File: src/tah_pkg.sv
// Shared types and constants for the traffic activity hysteresis block.
// No dependencies; used by tah_engine and traffic_activity_hysteresis_fsm.
package tah_pkg;

    typedef enum logic [1:0] {
        PH_IDLE    = 2'd0,
        PH_ARMING  = 2'd1,
        PH_ACTIVE  = 2'd2,
        PH_COOLING = 2'd3
    } t_phase;

    localparam int CfgIndexBits = 3;
    localparam int CfgDataBits  = 64;
    localparam int CountBits    = 64;
    localparam int DelayBits    = 32;
    localparam int TotalBits    = 32;
    localparam int OutBits      = 40;

    localparam logic [CfgIndexBits-1:0] REG_ENABLE_DELAY   = 3'd0;
    localparam logic [CfgIndexBits-1:0] REG_DISABLE_DELAY  = 3'd1;
    localparam logic [CfgIndexBits-1:0] REG_POLL_INTERVAL  = 3'd2;
    localparam logic [CfgIndexBits-1:0] REG_ARM_GRACE      = 3'd3;
    localparam logic [CfgIndexBits-1:0] REG_ACTIVE_GRACE   = 3'd4;
    localparam logic [CfgIndexBits-1:0] REG_BASELINE_COUNT = 3'd5;

    localparam logic [DelayBits-1:0] RST_ENABLE_DELAY  = 32'd2000000;
    localparam logic [DelayBits-1:0] RST_DISABLE_DELAY = 32'd30000000;
    localparam logic [DelayBits-1:0] RST_POLL_INTERVAL = 32'd1000000;
    localparam logic [DelayBits-1:0] RST_ARM_GRACE     = 32'd5000000;
    localparam logic [DelayBits-1:0] RST_ACTIVE_GRACE  = 32'd5000000;

    typedef struct packed {
        logic                    en;
        logic [CfgIndexBits-1:0] index;
        logic [CfgDataBits-1:0]  data;
    } t_cfg_write;

    typedef struct packed {
        logic [TotalBits-1:0] activation_total;
        logic                 traffic_seen;
        logic                 sampled;
        t_phase               phase;
    } t_result;

endpackage

File: src/traffic_activity_hysteresis_fsm.sv
// Top level of the traffic activity hysteresis detector.
// Depends on tah_pkg and tah_engine.
//
// Usage:
// Each poll enters on the s_axis channel as one transaction. The tdata word carries the
// timestamp in microseconds and the packet counter reading; tuser carries the flag that
// says whether the counter read succeeded. Every poll produces exactly one result
// transaction on the m_axis channel with the phase, the sampled flag, the latest
// traffic flag and the wrapping activation count.
// A poll is captured in an input register and evaluated when it moves on into the
// result register, which waits while the receiver stalls; the result is then offered.
// Throughput is one poll per cycle while the receiver takes each result; the engine
// updates its tracking state as each poll is evaluated.
// When the receiver stalls, the waiting result holds and one more poll is taken into
// the input register; after that s_axis tready stays low until the result leaves.
// The cfg channel is always ready and writes one register per transaction. Use it only
// while no poll is in flight; the block does not check it. Reset restores the register
// defaults, sets phase idle, clears all timestamps and empties both pipeline registers.
module traffic_activity_hysteresis_fsm #(
    parameter int TIME_BITS = 48,
    localparam int InBits = ((TIME_BITS + tah_pkg::CountBits + 7) / 8) * 8
) (
    input  logic                              i_clk,
    input  logic                              i_rst_n,
    input  logic                              i_s_axis_tvalid,
    output logic                              o_s_axis_tready,
    // Fields from bit 0: time_now, packet_count, zero padding.
    input  logic [InBits-1:0]                 i_s_axis_tdata,
    // Fields from bit 0: count_valid.
    input  logic                              i_s_axis_tuser,
    output logic                              o_m_axis_tvalid,
    input  logic                              i_m_axis_tready,
    // Fields from bit 0: phase, sampled, traffic_seen, activation_total, zero padding.
    output logic [tah_pkg::OutBits-1:0]       o_m_axis_tdata,
    input  logic                              i_cfg_valid,
    output logic                              o_cfg_ready,
    input  logic [tah_pkg::CfgIndexBits-1:0]  i_cfg_index,
    input  logic [tah_pkg::CfgDataBits-1:0]   i_cfg_data
);
    import tah_pkg::*;

    logic                 r_in_valid;
    logic [TIME_BITS-1:0] r_in_time;
    logic [CountBits-1:0] r_in_count;
    logic                 r_in_count_valid;
    logic                 r_out_valid;
    logic [OutBits-1:0]   r_out_data;
    logic                 w_advance;
    logic                 w_in_take;
    t_cfg_write           w_cfg;
    t_result              w_result;

    assign o_cfg_ready = 1'b1;
    assign w_cfg.en    = i_cfg_valid;
    assign w_cfg.index = i_cfg_index;
    assign w_cfg.data  = i_cfg_data;

    assign w_advance       = r_in_valid && (!r_out_valid || i_m_axis_tready);
    assign o_s_axis_tready = !r_in_valid || w_advance;
    assign w_in_take       = i_s_axis_tvalid && o_s_axis_tready;

    always_ff @(posedge i_clk) begin
        if (!i_rst_n) begin
            r_in_valid <= 1'b0;
        end else if (w_in_take) begin
            r_in_valid <= 1'b1;
        end else if (w_advance) begin
            r_in_valid <= 1'b0;
        end
    end

    always_ff @(posedge i_clk) begin
        if (w_in_take) begin
            r_in_time        <= i_s_axis_tdata[TIME_BITS-1:0];
            r_in_count       <= i_s_axis_tdata[TIME_BITS +: CountBits];
            r_in_count_valid <= i_s_axis_tuser;
        end
    end

    tah_engine #(
        .TIME_BITS(TIME_BITS)
    ) u_engine (
        .i_clk          (i_clk),
        .i_rst_n        (i_rst_n),
        .i_cfg          (w_cfg),
        .i_step         (w_advance),
        .i_time_now     (r_in_time),
        .i_packet_count (r_in_count),
        .i_count_valid  (r_in_count_valid),
        .o_result       (w_result)
    );

    always_ff @(posedge i_clk) begin
        if (!i_rst_n) begin
            r_out_valid <= 1'b0;
        end else if (w_advance) begin
            r_out_valid <= 1'b1;
        end else if (i_m_axis_tready) begin
            r_out_valid <= 1'b0;
        end
    end

    always_ff @(posedge i_clk) begin
        if (w_advance) begin
            r_out_data <= OutBits'(w_result);
        end
    end

    assign o_m_axis_tvalid = r_out_valid;
    assign o_m_axis_tdata  = r_out_data;

    a_empty_input_ready: assert property (@(posedge i_clk) disable iff (!i_rst_n)
        !r_in_valid |-> o_s_axis_tready)
        else $error("Input register is empty but the poll channel is not ready.");

    a_advance_loads_result: assert property (@(posedge i_clk) disable iff (!i_rst_n)
        w_advance |=> r_out_valid)
        else $error("An evaluated poll did not produce a pending result.");

    a_unsampled_keeps_total: assert property (@(posedge i_clk) disable iff (!i_rst_n)
        w_advance && !w_result.sampled && r_out_valid |->
        w_result.activation_total == r_out_data[4 +: TotalBits])
        else $error("The activation count moved on a poll that was not sampled.");

    a_reset_empties: assert property (@(posedge i_clk)
        !i_rst_n |=> !r_in_valid && !r_out_valid)
        else $error("Pipeline registers are not empty after reset.");

endmodule

File: src/tah_engine.sv
// Configuration registers, tracking state and phase machine of the detector.
// Depends on tah_pkg; instantiated by traffic_activity_hysteresis_fsm.
module tah_engine #(
    parameter int TIME_BITS = 48
) (
    input  logic                           i_clk,
    input  logic                           i_rst_n,
    input  tah_pkg::t_cfg_write            i_cfg,
    input  logic                           i_step,
    input  logic [TIME_BITS-1:0]           i_time_now,
    input  logic [tah_pkg::CountBits-1:0]  i_packet_count,
    input  logic                           i_count_valid,
    output tah_pkg::t_result               o_result
);
    import tah_pkg::*;

    logic [DelayBits-1:0] r_enable_delay;
    logic [DelayBits-1:0] r_disable_delay;
    logic [DelayBits-1:0] r_poll_interval;
    logic [DelayBits-1:0] r_arm_grace;
    logic [DelayBits-1:0] r_active_grace;

    t_phase               r_phase;
    t_phase               n_phase;
    logic [CountBits-1:0] r_prev_count;
    logic [TIME_BITS-1:0] r_last_sample;
    logic [TIME_BITS-1:0] r_last_traffic;
    logic [TIME_BITS-1:0] r_arm_start;
    logic [TIME_BITS-1:0] r_cool_start;
    logic [TotalBits-1:0] r_act_count;
    logic [TotalBits-1:0] n_act_count;
    logic                 r_traffic_flag;

    logic                 w_take;
    logic                 w_sample;
    logic                 w_traffic;
    logic [TIME_BITS-1:0] w_last_traffic;
    logic [TIME_BITS-1:0] w_d_sample;
    logic [TIME_BITS-1:0] w_d_traffic;
    logic [TIME_BITS-1:0] w_d_arm;
    logic [TIME_BITS-1:0] w_d_cool;
    logic                 w_arm_gone;
    logic                 w_active_gone;
    logic                 w_enable_done;
    logic                 w_disable_done;

    assign w_traffic      = i_packet_count > r_prev_count;
    assign w_last_traffic = w_traffic ? i_time_now : r_last_traffic;

    assign w_d_sample  = i_time_now - r_last_sample;
    assign w_d_traffic = i_time_now - w_last_traffic;
    assign w_d_arm     = i_time_now - r_arm_start;
    assign w_d_cool    = i_time_now - r_cool_start;

    assign w_take = (r_last_sample == '0) ||
                    ((i_time_now >= r_last_sample) &&
                     (w_d_sample >= TIME_BITS'(r_poll_interval)));
    assign w_sample = w_take && i_count_valid;

    assign w_arm_gone    = (w_last_traffic != '0) && (i_time_now >= w_last_traffic) &&
                           (w_d_traffic > TIME_BITS'(r_arm_grace));
    assign w_active_gone = (w_last_traffic != '0) && (i_time_now >= w_last_traffic) &&
                           (w_d_traffic > TIME_BITS'(r_active_grace));
    assign w_enable_done  = (i_time_now >= r_arm_start) &&
                            (w_d_arm >= TIME_BITS'(r_enable_delay));
    assign w_disable_done = (i_time_now >= r_cool_start) &&
                            (w_d_cool >= TIME_BITS'(r_disable_delay));

    always_comb begin
        n_phase     = r_phase;
        n_act_count = r_act_count;
        unique case (r_phase)
            PH_IDLE: begin
                if (w_traffic) begin
                    n_phase = PH_ARMING;
                end
            end
            PH_ARMING: begin
                if (w_arm_gone) begin
                    n_phase = PH_IDLE;
                end else if (w_enable_done) begin
                    n_phase     = PH_ACTIVE;
                    n_act_count = r_act_count + 1'b1;
                end
            end
            PH_ACTIVE: begin
                if (w_active_gone) begin
                    n_phase = PH_COOLING;
                end
            end
            PH_COOLING: begin
                if (w_traffic) begin
                    n_phase = PH_ACTIVE;
                end else if (w_disable_done) begin
                    n_phase = PH_IDLE;
                end
            end
            default: begin
                n_phase = PH_IDLE;
            end
        endcase
    end

    always_ff @(posedge i_clk) begin
        if (!i_rst_n) begin
            r_enable_delay  <= RST_ENABLE_DELAY;
            r_disable_delay <= RST_DISABLE_DELAY;
            r_poll_interval <= RST_POLL_INTERVAL;
            r_arm_grace     <= RST_ARM_GRACE;
            r_active_grace  <= RST_ACTIVE_GRACE;
        end else if (i_cfg.en) begin
            case (i_cfg.index)
                REG_ENABLE_DELAY:  r_enable_delay  <= i_cfg.data[DelayBits-1:0];
                REG_DISABLE_DELAY: r_disable_delay <= i_cfg.data[DelayBits-1:0];
                REG_POLL_INTERVAL: r_poll_interval <= i_cfg.data[DelayBits-1:0];
                REG_ARM_GRACE:     r_arm_grace     <= i_cfg.data[DelayBits-1:0];
                REG_ACTIVE_GRACE:  r_active_grace  <= i_cfg.data[DelayBits-1:0];
                default: begin
                end
            endcase
        end
    end

    always_ff @(posedge i_clk) begin
        if (!i_rst_n) begin
            r_phase        <= PH_IDLE;
            r_prev_count   <= '0;
            r_last_sample  <= '0;
            r_last_traffic <= '0;
            r_arm_start    <= '0;
            r_cool_start   <= '0;
            r_act_count    <= '0;
            r_traffic_flag <= 1'b0;
        end else begin
            if (i_cfg.en && (i_cfg.index == REG_BASELINE_COUNT)) begin
                r_prev_count <= i_cfg.data;
            end else if (i_step && w_sample) begin
                r_prev_count <= i_packet_count;
            end
            if (i_step && w_take) begin
                r_last_sample <= i_time_now;
            end
            if (i_step && w_sample) begin
                r_phase        <= n_phase;
                r_act_count    <= n_act_count;
                r_traffic_flag <= w_traffic;
                r_last_traffic <= w_last_traffic;
                if ((r_phase == PH_IDLE) && w_traffic) begin
                    r_arm_start <= i_time_now;
                end
                if ((r_phase == PH_ACTIVE) && w_active_gone) begin
                    r_cool_start <= i_time_now;
                end
            end
        end
    end

    always_comb begin
        o_result.phase            = w_sample ? n_phase : r_phase;
        o_result.sampled          = w_sample;
        o_result.traffic_seen     = w_sample ? w_traffic : r_traffic_flag;
        o_result.activation_total = w_sample ? n_act_count : r_act_count;
    end

endmodule
File: config.mk
export PLATFORM = sky130hd
export DESIGN_NAME = traffic_activity_hysteresis_fsm
export DESIGN_NICKNAME = d
export VERILOG_FILES = /design/src/tah_pkg.sv /design/src/traffic_activity_hysteresis_fsm.sv /design/src/tah_engine.sv
export SDC_FILE = /design/constraint.sdc
export NUM_CORES = 2
export LEC_CHECK = 0
export ABC_AREA = 1
export BUFFER_PORTS_ARGS = -buffer_cell sky130_fd_sc_hd__buf_2
export CELL_PAD_IN_SITES_DETAIL_PLACEMENT = 1
export CELL_PAD_IN_SITES_GLOBAL_PLACEMENT = 1
export CORE_ASPECT_RATIO = 2
export CORE_MARGIN = 5
export CORE_UTILIZATION = 45
export CTS_CLUSTER_SIZE = 10
export DETAILED_ROUTE_END_ITERATION = 12
export PLACE_DENSITY_LB_ADDON = 0.1
export SYNTH_ARGS = -nofsm -noshare
export SYNTH_HDL_FRONTEND = slang
export SYNTH_HIERARCHICAL = 1
export SYNTH_SLANG_ARGS = --single-unit
File: constraint.sdc
create_clock -name i_clk -period 8.4 [get_ports i_clk]
set_clock_uncertainty 0.05 [all_clocks]
set_input_delay 0.42 -clock i_clk [delete_from_list [all_inputs] [get_ports i_clk]]
set_output_delay 0.42 -clock i_clk [all_outputs]
set_load 0.03 [all_outputs]
Word-level counts from Yosys, hierarchy flattened
Index checks and enable logic that the tools add are counted.
{"block": "word_totals", "inputBits": 185, "regBits": 602}
{"block": "op_classes", "n_mux": 20, "n_addsub": 5, "n_reduce_logical": 33, "n_eq_ne": 8, "order_cmp": 10}
{"op": "48-bit greater-or-equal comparator", "count": 4}
{"op": "48-bit subtractor", "count": 4}
{"op": "48-bit by 32-bit greater-or-equal comparator with 1-bit output", "count": 3}
{"op": "32-bit two-way mux", "count": 4}
{"op": "64-bit two-way mux", "count": 2}
{"op": "48-bit by 32-bit > comparator with 1-bit output", "count": 2}
{"op": "64-bit > comparator", "count": 1}
{"op": "48-bit zero test", "count": 1}
{"op": "48-bit two-way mux", "count": 1}
{"op": "48-bit nonzero test", "count": 1}
{"op": "32-bit by 1-bit adder with 32-bit output (second input constant)", "count": 1}
{"op": "1-bit logical AND", "count": 14}
{"op": "2-bit two-way mux", "count": 7}
{"op": "2-bit AND reduction", "count": 7}
{"op": "2-bit case mux with 4 select lines", "count": 1}
{"op": "3-bit by 2-bit equality test with 1-bit output (second input constant)", "count": 2}
{"op": "3-bit equality test (second input constant)", "count": 2}
{"op": "2-bit nonzero test", "count": 3}
{"op": "1-bit two-way mux", "count": 5}
{"op": "2-bit equality test (second input constant)", "count": 2}
{"op": "3-bit by 1-bit equality test with 1-bit output (second input constant)", "count": 1}
{"op": "3-bit zero test", "count": 1}
{"op": "1-bit logical OR", "count": 3}
{"op": "2-bit by 1-bit equality test with 1-bit output (second input constant)", "count": 1}
{"op": "other kinds (2)", "count": 3}

Logic depth before layout (Yosys ltp)
{"block": "depth", "word_depth": 8, "mapped_depth": 49, "mapped_depth_nobuf": 47}

Cells and area by module
Netlist, hierarchy kept.
{"mod": "tah_engine", "area_each_um2": 37827.5, "seq_area_each_um2": 9028.7, "cells_per_inst": 6058, "instances": 1}
{"mod": "traffic_activity_hysteresis_fsm", "area_each_um2": 4614.4, "seq_area_each_um2": 4514.3, "cells_per_inst": 169, "instances": 1}

Worst setup path before layout
OpenSTA, ideal clock, no wires.
{"block": "synth_timing", "path_type": "flip-flop to flip-flop", "from": "reg r_in_count[59]", "to": "reg r_out_data[0] (netlist: o_m_axis_tdata[0]), data pin", "t_arrival_ns": 5.521, "n_path_buf": 3, "setup_time_ns": 0.253, "period_less_slack_ns": 5.824, "path_slack_ns": 2.576, "stages_incl_launch_ff": 37, "path_cell_list": "edfxtp_1 ha_1 nand2_1 inv_1 nand3_1 nor2_1 nand2_1 nor3b_2 nand2_1 nand2_2 nand2_4 buf_4 nand2_1 nand2_1 ha_1 nand2_1 o21ai_1 a21oi_1 o21bai_1 inv_1 o21ai_0 a21oi_1 xnor2_1 ha_1 nand2_1 or4_1 nor4_1 nand2_1 a32o_1 nand3_1 nand3_2 buf_6 buf_4 nand2_1 nand3_1 nand2_1 nand2_1"}
{"item": "from (decl)", "line_no": "traffic_activity_hysteresis_fsm.sv:44", "rtl": "logic [CountBits-1:0] r_in_count;"}
{"item": "from (signal assigned)", "line_no": "traffic_activity_hysteresis_fsm.sv:75", "rtl": "r_in_count <= i_s_axis_tdata[TIME_BITS +: CountBits];"}
{"item": "to (signal assigned)", "line_no": "traffic_activity_hysteresis_fsm.sv:105", "rtl": "r_out_data <= OutBits'(w_result);"}
{"item": "to (decl)", "line_no": "traffic_activity_hysteresis_fsm.sv:47", "rtl": "logic [OutBits-1:0] r_out_data;"}

==> metrics.md <==
| Metric | Value |
|---|---|
| Setup TNS | `0 ns` |
| Rows | `between 150 and 200` |
| Dpl cells | `7545` |
| Clk buf depth | `3` |
| Share of cells above drive strength 1 | `6.54%` |
| Hold WS | `0.0453 ns` |
| Slew margin rel. | `24.7%` |
| Most common library cells after synthesis | `nand2_1 (1429), inv_1 (828), a21oi_1 (723)` |
| # nets final | `7137` |
| Synth area leaders | `dfxtp_1 (21%), nand2_1 (13%), ha_1 (12%)` |
| Critical path data arrival time | `8.38 ns` |
| Worst Hold Class | `in -> reg` |
| Total clock buffers created by CTS | `72` |
| Final-layout fill cell count | `12283` |
| Max VDD drop | `0.000176 V` |
| RSZ-0062 raised after global routing | `false` |
| Most frequent CP cell | `nand2_1` |
| Setup Buffers After CTS | `0` |
| Post-synth EDFFs | `~150` |
| First-pass GRT wire length | `about 290 mm` |
| Sequential share of the synthesized area | `31.9%` |
| Clock latency on the worst-skew pair | `a little over 0.7 ns` |
| Quantity of I/O buffers inserted on ports | `approximately 220` |
| Fmax | `125 MHz` |
| H-tree Lvls | `3` |
| Total GRT Usage | `37.6%` |
| Vias | `44803` |
| Setup violations, final | `0` |
| Initial core utilization | `a little under half` |
| Mean post-synth cell area | `6.82 um2` |
| DR iter-0 viols | `between 2000 and 2500` |
| Pre-CTS setup slack | `about 0.37 ns` |
| Grt ovf | `0` |
| Top cell type's share of synthesized area | `21.4%` |
| Clk slew on worst S/H paths | `about 0.06 ns` |
| Cell count of the worst hold path | `5` |
| Power Dens Cells | `197 nW/um2` |
| Largest area contributor in the netlist | `dfxtp_1` |
| I/O pin count | `228` |
| Minimum clock period | `8.01 ns` |
| Layout Cells excl Fill | `7790` |
| DR WL/cell | `25.1 um` |
| Final WS setup | `roughly 0.39 ns` |
| Crit Path Class | `reg -> reg` |
| Tcrit/Tclk final | `a little over nine tenths` |
| Antenna viol nets, final | `0` |
| Post-synth ARST share | `0%` |
| CTS tree | `yes` |
| Flop2flop setup slack | `0.39 ns` |
| Vias in the first global route | `47689` |
| Design area | `between 40000 and 50000 um2` |
| Core area | `93700 um2` |
| Final Hold Viols | `0` |
| Post-placement cell area | `45000 um2` |
| CTS Root Cell | `clkbuf_16` |
| Crit Path Max Fanout | `36` |
| YS warnings | `6` |
| Largest net degree at the start of global routing | `220` |
| Die ar. | `101000 um2` |
| Area Growth Syn to Fin | `14.0%` |
| Count leader, synth | `nand2_1` |
| Routed WL | `roughly 200 mm` |
| Die Width | `227 um` |
| Synthesized area | `42400 um2` |
| Worst Path Required | `8.77 ns` |
| Design Power | `9.52 mW` |
| MaxCap Viol Count | `0` |
| Commonest register cell after synthesis | `dfxtp_1` |
| Cells after Synth | `slightly above 6000` |
| Sinks on Clock Net | `602` |
| R2r worst-path depth | `33` |
| DRC | `0` |
| Crit. End Element | `flop` |
| Initial antenna violation count | `6` |
| Post-DP HPWL | `148 mm` |
| Seq cells post-synth | `602` |
| Worst-Margin Slew | `1.12 ns` |
| Final Util | `51.7%` |
| Cell variety after synth | `53` |
| Run status | `complete, no violations` |
| LEAKAGE | `20.6 nW` |
| TritonRoute pass-1 iters | `5` |
| Vias/cell | `approximately 5.8` |
| Placer Congestion | `1.05` |
| Worst setup SP type | `flop` |
| Slew Limit Fails | `0` |
| Die height | `444 um` |
| Critical Path Max Stage Delay | `0.61 ns` |
| Crit-path slowest cell | `xnor2_1` |
==> critical path: cells and delay by family (launching register included) <==
family                     cells  cell delay (ns)
and+or+nand+nor               19             3.33
AOI/OAI and AO/OA              6             1.47
buffers and inverters          4             1.06
adders and majority gates      3             0.77
xor gates and xnor gates       1             0.61
DFF                            1             0.42
==> timing repair <==
item,CTS,global route
resized for setup,0,7
endpoints found under the hold margin,119,0
endpoints found under the setup margin,0,92
hold buffers,118,0
==> placed cells by master (no fill, tap or decap), drive strengths merged, types with 30 or more instances in the layout <==
master / count
nor3: 106
o21ai: 568
nand4: 90
buf: 300
dlygate4sd3: 118
o211ai: 41
nand2: 1431
o21a: 30
a21oi: 725
nand3: 217
clkbuf: 109
xnor2: 43
nor4: 33
edfxtp: 149
nand3b: 41
ha: 418
xor2: 94
nor2: 641
inv: 835
dfxtp: 453
==> final cells by class <==
type / count / area [um2] / share of cell area, %
inverter: 834 / 3140 / 6.48
clock inverter: 10 / 158 / 0.326
clock buffer: 109 / 2020 / 4.18
multi-input combinational: 4602 / 25000 / 51.7
antenna: 8 / 20.0 / 0.0414
timing repair buffer: 418 / 2990 / 6.18
sequential: 602 / 13500 / 28.0
tap: 1207 / 1510 / 3.12
==> path summary, 6_finish.rpt <==
| path | start | end |
|---|---|---|
| hold / removal | i_cfg_data[40] | u_engine/r_prev_count[40] |
| setup reg to reg | r_in_count[59] | o_m_axis_tdata[7] |
| hold reg to reg | u_engine/r_last_traffic[46] | u_engine/r_last_traffic[46] |
| setup / recovery | r_in_count[59] | o_m_axis_tdata[7] |
==> kinds of logic after synthesis <==
| group | share of synthesized area [%] |
|---|---|
| other | 0.0177 |
| DFF | 31.9 |
| adders and majority gates | 12.5 |
| buffers and inverters | 9.44 |
| and+or+nand+nor | 25.0 |
| xor gates and xnor gates | 2.83 |
| AOI/OAI and AO/OA | 18.3 |
==> flip-flops by register name (all words and copies together), names as in the netlist, 36 cells and up <==
signal	flops
o_m_axis_tdata	36
r_in_count	64
r_in_time	48
u_engine/r_arm_start	48
u_engine/r_cool_start	48
u_engine/r_last_sample	48
u_engine/r_last_traffic	48
u_engine/r_prev_count	64
==> power by group <==
part / switching (mW) / leakage (nW) / internal [mW]
clock network: 1.36 / 1.05 / 1.73
registers: 0.115 / 5.13 / 3.12
logic: 2.18 / 14.4 / 1.02
==> metal layers <==
layer | vias to the layer above | part of all wire [%] | global-route usage, %
met1 | 21482 | 33 | 35.1
li1 | 21245 | - | -
met4 | 6 | 12 | 35.7
met5 | - | 0.017 | 0
met3 | 703 | 4.9 | 6.35
met2 | 1367 | 50 | 67.5
No activity file was read; power rests on OpenSTA's default activity.
